<file path="src/rtl/serial_frame_receiver_unit_macros.svh">
// Assertion macros shared by the frame receiver modules
`ifndef SERIAL_FRAME_RECEIVER_UNIT_MACROS_SVH
`define SERIAL_FRAME_RECEIVER_UNIT_MACROS_SVH
`ifndef SYNTH
// Check a property on every clock edge outside reset
`define SFR_ASSERT(label, clk, rst_n, prop) \
  label: assert property (@(posedge clk) disable iff (!rst_n) (prop)) \
    else $error("frame receiver check failed");
// Check that a condition implies another in the next cycle
`define SFR_ASSERT_NEXT(label, clk, rst_n, ante, cons) \
  label: assert property (@(posedge clk) disable iff (!rst_n) (ante) |=> (cons)) \
    else $error("frame receiver sequence check failed");
`else
`define SFR_ASSERT(label, clk, rst_n, prop)
`define SFR_ASSERT_NEXT(label, clk, rst_n, ante, cons)
`endif
`endif

</file>
<file path="src/rtl/sfr_pkg.sv">
// Shared types and constants of the serial frame receiver
package sfr_pkg;

  localparam logic [7:0] HDR_FIRST  = 8'hAA;
  localparam logic [7:0] HDR_SECOND = 8'h29;
  localparam logic [7:0] ID_BOUND   = 8'hF1;
  localparam int unsigned CAP_DEPTH = 8;
  localparam int unsigned CAP_IDX_W = $clog2(CAP_DEPTH);

  localparam logic [7:0] TARGET_ID_RST    = 8'h42;
  localparam logic [7:0] LENGTH_LIMIT_RST = 8'd50;

  // Register word addresses (byte address bit 2)
  localparam logic REG_TARGET_ID    = 1'b0;
  localparam logic REG_LENGTH_LIMIT = 1'b1;

  typedef enum logic [2:0] {
    ST_IDLE    = 3'd0,
    ST_HDR2    = 3'd1,
    ST_ID      = 3'd2,
    ST_LEN     = 3'd3,
    ST_PAYLOAD = 3'd4,
    ST_CHECK   = 3'd5
  } sfr_state_t;

  typedef struct packed {
    logic [7:0] target_id;
    logic [7:0] length_limit;
  } sfr_cfg_t;

  typedef struct packed {
    logic               checksum_ok;
    logic               record_valid;
    logic [7:0]         frame_id;
    logic [7:0]         payload_length;
    logic [7:0]         status_flag;
    logic signed [15:0] box_width;
    logic signed [15:0] box_x;
    logic signed [15:0] box_y;
    logic [7:0]         frame_rate;
  } sfr_result_t;

endpackage

</file>
<file path="src/rtl/sfr_cfg_regs.sv">
// Configuration registers behind the APB-style port
module sfr_cfg_regs (
  input  logic              clk,
  input  logic              rst_n,
  input  logic              psel,
  input  logic              penable,
  input  logic              pwrite,
  input  logic [2:0]        paddr,
  input  logic [31:0]       pwdata,
  output logic [31:0]       prdata,
  output logic              pready,
  output sfr_pkg::sfr_cfg_t cfg
);

  logic [7:0] target_id_r;
  logic [7:0] target_id_nxt;
  logic [7:0] length_limit_r;
  logic [7:0] length_limit_nxt;
  logic       wr_en;

  assign pready = 1'b1;
  assign wr_en  = psel & penable & pwrite;

  // Decode the write by word address
  always_comb begin
    target_id_nxt    = target_id_r;
    length_limit_nxt = length_limit_r;
    if (wr_en) begin
      unique case (paddr[2])
        sfr_pkg::REG_TARGET_ID:    target_id_nxt    = pwdata[7:0];
        sfr_pkg::REG_LENGTH_LIMIT: length_limit_nxt = pwdata[7:0];
        default: ;
      endcase
    end
  end

  always_ff @(posedge clk) begin
    if (!rst_n) begin
      target_id_r    <= sfr_pkg::TARGET_ID_RST;
      length_limit_r <= sfr_pkg::LENGTH_LIMIT_RST;
    end else begin
      target_id_r    <= target_id_nxt;
      length_limit_r <= length_limit_nxt;
    end
  end

  // Return the addressed register
  always_comb begin
    unique case (paddr[2])
      sfr_pkg::REG_TARGET_ID:    prdata = {24'd0, target_id_r};
      sfr_pkg::REG_LENGTH_LIMIT: prdata = {24'd0, length_limit_r};
      default:                   prdata = 32'd0;
    endcase
  end

  assign cfg.target_id    = target_id_r;
  assign cfg.length_limit = length_limit_r;

endmodule

</file>
<file path="src/rtl/sfr_frame_core.sv">
// Frame hunt state machine, checksum and capture registers
`include "serial_frame_receiver_unit_macros.svh"
module sfr_frame_core (
  input  logic                 clk,
  input  logic                 rst_n,
  input  sfr_pkg::sfr_cfg_t    cfg,
  input  logic                 word_valid,
  input  logic                 fire,
  input  logic [7:0]           rx_byte,
  output logic                 emit,
  output sfr_pkg::sfr_result_t result
);

  sfr_pkg::sfr_state_t state_r;
  sfr_pkg::sfr_state_t state_nxt;
  logic [7:0] dl_r;
  logic [7:0] dl_nxt;
  logic [7:0] cnt_r;
  logic [7:0] cnt_nxt;
  logic [7:0] sum_r;
  logic [7:0] sum_nxt;
  logic [7:0] id_r;
  logic [7:0] id_nxt;
  logic [7:0] cap_r   [sfr_pkg::CAP_DEPTH];
  logic [7:0] cap_nxt [sfr_pkg::CAP_DEPTH];
  logic       capture;
  logic       at_payload;
  logic       at_check;
  logic [7:0] cnt_inc;
  logic       ok;
  logic       rec;

  assign cnt_inc    = cnt_r + 8'd1;
  assign at_payload = (state_r == sfr_pkg::ST_PAYLOAD);
  assign at_check   = (state_r == sfr_pkg::ST_CHECK);
  // Payload and checksum words both go through the capture window
  assign capture    = at_payload || at_check;

  // Next state, sum and capture for the word in hand
  always_comb begin
    state_nxt = state_r;
    dl_nxt    = dl_r;
    cnt_nxt   = cnt_r;
    sum_nxt   = sum_r;
    id_nxt    = id_r;
    unique case (state_r)
      sfr_pkg::ST_IDLE: begin
        if (rx_byte == sfr_pkg::HDR_FIRST) begin
          cnt_nxt   = 8'd0;
          dl_nxt    = 8'd0;
          sum_nxt   = rx_byte;
          state_nxt = sfr_pkg::ST_HDR2;
        end
      end
      sfr_pkg::ST_HDR2: begin
        if (rx_byte == sfr_pkg::HDR_SECOND) begin
          sum_nxt   = sum_r + rx_byte;
          state_nxt = sfr_pkg::ST_ID;
        end else begin
          state_nxt = sfr_pkg::ST_IDLE;
        end
      end
      sfr_pkg::ST_ID: begin
        if (rx_byte < sfr_pkg::ID_BOUND) begin
          sum_nxt   = sum_r + rx_byte;
          id_nxt    = rx_byte;
          state_nxt = sfr_pkg::ST_LEN;
        end else begin
          state_nxt = sfr_pkg::ST_IDLE;
        end
      end
      sfr_pkg::ST_LEN: begin
        if (rx_byte < cfg.length_limit) begin
          sum_nxt   = sum_r + rx_byte;
          dl_nxt    = rx_byte;
          state_nxt = sfr_pkg::ST_PAYLOAD;
        end else begin
          state_nxt = sfr_pkg::ST_IDLE;
        end
      end
      sfr_pkg::ST_PAYLOAD: begin
        sum_nxt = sum_r + rx_byte;
        cnt_nxt = cnt_inc;
        if (cnt_inc >= dl_r) begin
          state_nxt = sfr_pkg::ST_CHECK;
        end
      end
      sfr_pkg::ST_CHECK: begin
        cnt_nxt   = cnt_inc;
        state_nxt = sfr_pkg::ST_IDLE;
      end
      default: state_nxt = sfr_pkg::ST_IDLE;
    endcase
  end

  // Drop the word into its capture slot when it falls inside the window
  always_comb begin
    for (int i = 0; i < sfr_pkg::CAP_DEPTH; i++) begin
      cap_nxt[i] = cap_r[i];
    end
    if (capture && (cnt_r < 8'(sfr_pkg::CAP_DEPTH))) begin
      cap_nxt[cnt_r[sfr_pkg::CAP_IDX_W-1:0]] = rx_byte;
    end
  end

  always_ff @(posedge clk) begin
    if (!rst_n) begin
      state_r <= sfr_pkg::ST_IDLE;
      dl_r    <= 8'd0;
      cnt_r   <= 8'd0;
      sum_r   <= 8'd0;
      id_r    <= 8'd0;
      for (int i = 0; i < sfr_pkg::CAP_DEPTH; i++) begin
        cap_r[i] <= 8'd0;
      end
    end else if (fire) begin
      state_r <= state_nxt;
      dl_r    <= dl_nxt;
      cnt_r   <= cnt_nxt;
      sum_r   <= sum_nxt;
      id_r    <= id_nxt;
      for (int i = 0; i < sfr_pkg::CAP_DEPTH; i++) begin
        cap_r[i] <= cap_nxt[i];
      end
    end
  end

  // Build the frame result from the updated capture window
  assign emit = word_valid && at_check;
  assign ok   = (sum_r == rx_byte);
  assign rec  = ok && (id_r == cfg.target_id);

  always_comb begin
    result.checksum_ok    = ok;
    result.record_valid   = rec;
    result.frame_id       = id_r;
    result.payload_length = dl_r;
    result.status_flag    = 8'd0;
    result.box_width      = 16'sd0;
    result.box_x          = 16'sd0;
    result.box_y          = 16'sd0;
    result.frame_rate     = 8'd0;
    if (rec) begin
      result.status_flag = cap_nxt[0];
      result.box_width   = {cap_nxt[1], cap_nxt[2]};
      result.box_x       = {cap_nxt[3], cap_nxt[4]};
      result.box_y       = {cap_nxt[5], cap_nxt[6]};
      result.frame_rate  = cap_nxt[7];
    end
  end

  // A completed frame always returns the hunt to idle
  `SFR_ASSERT_NEXT(a_check_to_idle, clk, rst_n, fire && at_check, state_r == sfr_pkg::ST_IDLE)
  // Payload count never runs past the declared length
  `SFR_ASSERT(a_payload_count, clk, rst_n, !at_payload || (cnt_r < dl_r) || (cnt_r == 8'd0))

endmodule

</file>
<file path="src/rtl/sfr_out_stage.sv">
// Result register towards the output channel
`include "serial_frame_receiver_unit_macros.svh"
module sfr_out_stage (
  input  logic                 clk,
  input  logic                 rst_n,
  input  logic                 load,
  input  sfr_pkg::sfr_result_t result,
  input  logic                 out_stall,
  output logic                 out_valid,
  output logic                 free,
  output sfr_pkg::sfr_result_t out_data
);

  logic                 valid_r;
  logic                 valid_nxt;
  sfr_pkg::sfr_result_t data_r;

  // Free when empty or the held word leaves this cycle
  assign free      = !valid_r || !out_stall;
  assign valid_nxt = load || (valid_r && out_stall);

  always_ff @(posedge clk) begin
    if (!rst_n) begin
      valid_r <= 1'b0;
    end else begin
      valid_r <= valid_nxt;
    end
  end

  always_ff @(posedge clk) begin
    if (load) begin
      data_r <= result;
    end
  end

  assign out_valid = valid_r;
  assign out_data  = data_r;

  // Never overwrite a word that is still waiting
  `SFR_ASSERT(a_no_overwrite, clk, rst_n, !(load && valid_r && out_stall))
  // A delivered word with nothing behind it empties the stage
  `SFR_ASSERT_NEXT(a_drain, clk, rst_n, valid_r && !out_stall && !load, !valid_r)

endmodule

</file>
<file path="src/rtl/serial_frame_receiver_unit.sv">
// Serial frame receiver: byte hunt for checksummed frames and object record decode
//
// Feed received bytes on in_rx_byte with in_valid; a byte is taken at a clock edge
// where in_valid is high and in_stall low. Each completed frame yields one word on
// the out_ channel (checksum status, id, length and the decoded object record);
// other bytes yield nothing. Registers target_id and length_limit sit at byte
// addresses 0 and 4 of the APB-style port; the user must see that they are written
// only while the block is idle, as the block itself does not enforce this. A byte
// taken sits in the input register and is worked on in the following cycle; when
// the last byte of a frame advances, its result is loaded into the result register
// and out_valid rises after that. Throughput: one byte per cycle while in_stall
// is low, set by the single input register feeding hunt FSM and result register.
// The input register keeps taking bytes while a result waits; only a byte that
// would end a frame holds, via in_stall, when the result register is still full
// and out_stall is high.
// Reset (rst_n low, synchronous) returns the hunt to idle, clears sum, count, id and
// the capture window, empties both registers and restores the register defaults.
module serial_frame_receiver_unit (
  input  logic               clk,
  input  logic               rst_n,
  input  logic               in_valid,
  output logic               in_stall,
  input  logic [7:0]         in_rx_byte,
  output logic               out_valid,
  input  logic               out_stall,
  output logic               out_checksum_ok,
  output logic               out_record_valid,
  output logic [7:0]         out_frame_id,
  output logic [7:0]         out_payload_length,
  output logic [7:0]         out_status_flag,
  output logic signed [15:0] out_box_width,
  output logic signed [15:0] out_box_x,
  output logic signed [15:0] out_box_y,
  output logic [7:0]         out_frame_rate,
  input  logic               psel,
  input  logic               penable,
  input  logic               pwrite,
  input  logic [2:0]         paddr,
  input  logic [31:0]        pwdata,
  output logic [31:0]        prdata,
  output logic               pready
);

  sfr_pkg::sfr_cfg_t    cfg;
  sfr_pkg::sfr_result_t result;
  sfr_pkg::sfr_result_t out_data;
  logic                 s1_valid_r;
  logic                 s1_valid_nxt;
  logic [7:0]           s1_byte_r;
  logic                 accept;
  logic                 emit;
  logic                 adv;
  logic                 out_free;

  sfr_cfg_regs u_cfg (
    .clk     (clk),
    .rst_n   (rst_n),
    .psel    (psel),
    .penable (penable),
    .pwrite  (pwrite),
    .paddr   (paddr),
    .pwdata  (pwdata),
    .prdata  (prdata),
    .pready  (pready),
    .cfg     (cfg)
  );

  // Advance the held word unless it ends a frame and the result stage is full and stalled
  assign adv      = s1_valid_r && (!emit || out_free);
  assign in_stall = s1_valid_r && !adv;
  assign accept   = in_valid && !in_stall;

  assign s1_valid_nxt = accept || (s1_valid_r && !adv);

  always_ff @(posedge clk) begin
    if (!rst_n) begin
      s1_valid_r <= 1'b0;
    end else begin
      s1_valid_r <= s1_valid_nxt;
    end
  end

  always_ff @(posedge clk) begin
    if (accept) begin
      s1_byte_r <= in_rx_byte;
    end
  end

  sfr_frame_core u_core (
    .clk        (clk),
    .rst_n      (rst_n),
    .cfg        (cfg),
    .word_valid (s1_valid_r),
    .fire       (adv),
    .rx_byte    (s1_byte_r),
    .emit       (emit),
    .result     (result)
  );

  sfr_out_stage u_out (
    .clk       (clk),
    .rst_n     (rst_n),
    .load      (emit && adv),
    .result    (result),
    .out_stall (out_stall),
    .out_valid (out_valid),
    .free      (out_free),
    .out_data  (out_data)
  );

  assign out_checksum_ok    = out_data.checksum_ok;
  assign out_record_valid   = out_data.record_valid;
  assign out_frame_id       = out_data.frame_id;
  assign out_payload_length = out_data.payload_length;
  assign out_status_flag    = out_data.status_flag;
  assign out_box_width      = out_data.box_width;
  assign out_box_x          = out_data.box_x;
  assign out_box_y          = out_data.box_y;
  assign out_frame_rate     = out_data.frame_rate;

endmodule
</file>
<file path="config.mk">
export PLATFORM = sky130hd
export DESIGN_NAME = serial_frame_receiver_unit
export DESIGN_NICKNAME = d
export VERILOG_FILES = /design/src/rtl/sfr_pkg.sv /design/src/rtl/sfr_cfg_regs.sv /design/src/rtl/sfr_frame_core.sv /design/src/rtl/sfr_out_stage.sv /design/src/rtl/serial_frame_receiver_unit.sv
export VERILOG_INCLUDE_DIRS = /design/src /design/src/rtl
export SDC_FILE = /design/constraint.sdc
export NUM_CORES = 1
export LEC_CHECK = 0
export ABC_AREA = 1
export BUFFER_PORTS_ARGS = -buffer_cell sky130_fd_sc_hd__buf_2
export CORE_MARGIN = 2
export CORE_UTILIZATION = 55
export CTS_CLUSTER_DIAMETER = 100
export CTS_CLUSTER_SIZE = 28
export DETAILED_ROUTE_END_ITERATION = 10
export PLACE_DENSITY = 0.78
export SYNTH_ARGS = -nofsm -noshare
export SYNTH_HDL_FRONTEND = slang
export SYNTH_HIERARCHICAL = 1
export SYNTH_SLANG_ARGS = --single-unit
</file>
<file path="constraint.sdc">
create_clock -name clk -period 4.3 [get_ports clk]
set_clock_uncertainty 0.1 [all_clocks]
set_input_delay 0.215 -clock clk [delete_from_list [all_inputs] [get_ports clk]]
set_output_delay 0.215 -clock clk [all_outputs]
set_load 0.01 [all_outputs]
</file>
==> key figures <==
Status
  • Status: completed

Timing
  • Worst-Margin Slew: 1.03 ns
  • Setup TNS: 0 ns
  • Crit share post-route: 62.7%
  • Final Max Tran Viols: 0
  • Final worst-path setup slack: 1.60 ns
  • Max-slew headroom: 31.0%
  • Crit path time final: 2.70 ns
  • Hold_ws: 0.0257 ns
  • Maximum clock rate: 371 MHz
  • # setup viols final: 0
  • RSZ-0062 raised after global routing: false
  • Final Hold Viols: 0

Synthesis
  • Syn Std Cell Area: 0.00986 mm^2
  • Synth Area per Inst: 9.34 um^2
  • Primary FF master, synth: edfxtp_1
  • Post-synth EDFFs: 154
  • Number of distinct library cells after synthesis: 40
  • Post-synthesis sequential area ratio: 57.7%
  • Synth top area share: 46.9%
  • Cells after Synth: 1056
  • Synth top area cells: edfxtp_1, dfxtp_1, nor2_1, nand2_1, inv_1
  • Warnings, synthesis: 6
  • Synth async-reset ratio: 0%
  • Largest area contributor in the netlist: edfxtp_1
  • Seq cells post-synth: 207

Power and ir drop
  • Flop pwr share: 61.2%
  • Power density over the cells: 331 mW/mm^2
  • Peak VDD IR: 0.000336 V
  • Cell-internal power: 2.81 mW
  • Leakage: 4.32 nW
  • Logic pwr share: 7.0%
  • Tot Pwr: 3.62 mW
  • Clock network power share: 31.9%
  • Net Sw Frac: 22.4%
  • NetSw: 0.812 mW

Floorplanning
  • Starting Density: 56.6%
  • Die W: 138 um
  • Die ar.: 0.0190 mm^2
  • CORE AREA: 0.0174 mm^2
  • I/O pin cnt: 167
  • Die Span Y: 138 um
  • Site row count: 48

Clocking
  • Setup Buffers After CTS: 0
  • Clock Tree Buf Depth: 3
  • Clock Latency Late Sink: 0.47 ns
  • CTS Buf Count: 11
  • CTS root buffer: clkbuf_16
  • Clk sink count: 207
  • CTS H-tree depth: 1
  • Clk pin slew, worst setup/hold paths: 0.10 ns
  • CTS tree: done

Setup path
  • Crit. Startpoint: u_core/state_r[1]$_SDFFE_PN0P_
  • Bufs and invs on worst path: 3
  • Top delay family on crit path: simple AND/OR/NAND/NOR gates
  • Critical path's most frequent cell: inv_1
  • Worst r2r src: u_core/state_r[1]$_SDFFE_PN0P_
  • Crit-path max cell delay: 0.68 ns
  • Critical Path Fanout Max: 39
  • Data required time of the worst path: 4.36 ns
  • Crit-path cells: inv_1, nand3_2, nor2_1, a21oi_2, inv_1, nand2_2, buf_4
  • Crit path kind: reg -> reg
  • CP Capture Type: flip-flop
  • Slowest CP cell: nand2_2
  • Startpoint types: flip-flop
  • Critical Path AT: 2.75 ns

Place
  • Worst slack at placement: 1.61 ns
  • Port Buffers: 115
  • GP Congestion: 0.904
  • Final HPWL DP: 13200 um
  • Placement Cell Area: 0.0104 mm^2
  • Dpl cells: 1362

Job
  • Max-Cap Viols: 0

Global routing
  • First-pass GRT wire length: 31300 um
  • Vias in the first global route: 6328
  • Total gr overflow: 0
  • Largest net degree at the start of global routing: 66
  • Gr usage total: 21.1%
  • Initial antenna violation count: 0

Detailed routing
  • Final wirelength: 20100 um
  • Vias: 7140
  • First-pass iteration count of the detailed router: 5
  • Final ANT Viol Nets: 0
  • # DRC: 0
  • Starting DRT DRC Count: 606
  • Via/cell ratio: 5.11
  • Wire per inst: 14.4 um

Finish
  • Core Util, Final: 62.9%
  • Nets: 1241
  • Share of layout cells above drive strength 1: 16.7%
  • Post-route cell area: 0.0109 mm^2
  • Syn-to-layout area delta: 11.0%
  • Post-route non-filler standard cell count: 1396
  • ANT cells: 0

Min path
  • Hold wc startpoint: pwdata[7]
  • Hold Crit Class: in -> reg
registers in the layout (all words and copies together), names as in the netlist:
name,cells
u_core/cap_r,64
u_core/dl_r,8
s1_valid_r,1
s1_byte_r,8
u_cfg/target_id_r,8
u_cfg/length_limit_r,8
u_core/id_r,8
u_out/out_data,82
u_core/cnt_r,8
u_core/state_r,3
u_out/out_valid,1
u_core/sum_r,8
layout by cell type (no fill, tap or decap), types with 25 or more instances in the layout:
cell / instances
edfxtp_1: 154
nor2_1: 234
dfxtp_1: 53
o21ai_0: 26
nand2_1: 188
nand3_1: 45
inv_1: 90
buf_2: 115
a21oi_1: 65
conb_1: 25
routing by layer:
metal  vias to the layer above  GRT usage [%]  share of wire [%]
met3                        48           2.27                7.0
met5                         -              0                  0
met4                         0           7.99                3.3
met1                      3214           29.2                 43
li1                       3593              -                  -
met2                       285           34.4                 47
repair_timing:
item	CTS	global route
setup endpoints to repair	0	0
hold endpoints to repair	24	0
hold buffers	17	0
gates resized for setup	0	0
power groups by stage:
| stage | Clock (mW) | Combinational [mW] | Sequential, mW |
|---|---|---|---|
| global placement | 0 | 0.230 | 2.26 |
| floorplan | 0 | 0.188 | 2.25 |
| CTS | 1.18 | 0.249 | 2.21 |
| detailed placement | 0 | 0.235 | 2.26 |
| finish | 1.15 | 0.253 | 2.21 |
| global route | 1.25 | 0.282 | 2.22 |
worst register-to-register path, delay by kind of cell (launching register included):
family | cells | cell delay (ns)
and+or+nand+nor | 3 | 0.88
AOI/OAI and AO/OA | 1 | 0.45
DFF | 1 | 0.39
buffers and inverters | 3 | 0.58
kinds of logic (layout without fill, tap and decap cells):
| family | after synthesis | count (layout) | share of synthesized area (%) |
|---|---|---|---|
| other cells | 2 | 25 | 0.0762 |
| simple gates | 515 | 515 | 22.9 |
| compound gates | 118 | 118 | 6.31 |
| fa+ha+maj | 24 | 24 | 3.12 |
| xor+xnor | 17 | 17 | 1.51 |
| buf+inv | 173 | 265 | 8.43 |
| flops | 207 | 207 | 57.7 |
cells in the mapped netlist (6+ instances only):
cell type	count
buf_2	15
a21oi_1	65
buf_4	29
nor2_1	234
ha_1	23
xor2_1	12
o21ai_0	26
a21oi_2	7
nor2_2	8
inv_2	13
dfxtp_1	53
nand2_2	8
nand3_2	7
buf_6	6
edfxtp_1	154
clkbuf_1	11
o21ai_1	18
nand3_1	45
nand2_1	189
inv_1	91
path summary, 6_finish.rpt:
check | cells after the start | slack [ns] | to
min | 5 | 0.03 | u_cfg/length_limit_r[7]$_SDFFE_PN0P_
max reg2reg | 7 | 1.60 | u_core/cap_r[1][8]$_SDFFCE_PN0P_
max | 7 | 1.60 | u_core/cap_r[1][8]$_SDFFCE_PN0P_
min reg2reg | 0 | 0.34 | u_out/out_data[71]$_DFFE_PP_
cell type report:
class	count	area [um^2]
fill	1435	6470
sequential	207	5690
multi-input combinational	699	3430
timing repair buffer	138	791
inverter	110	422
clock buffer	15	290
tap	225	282
clock inverter	2	46.3
(Power assumes the default switching activity.)
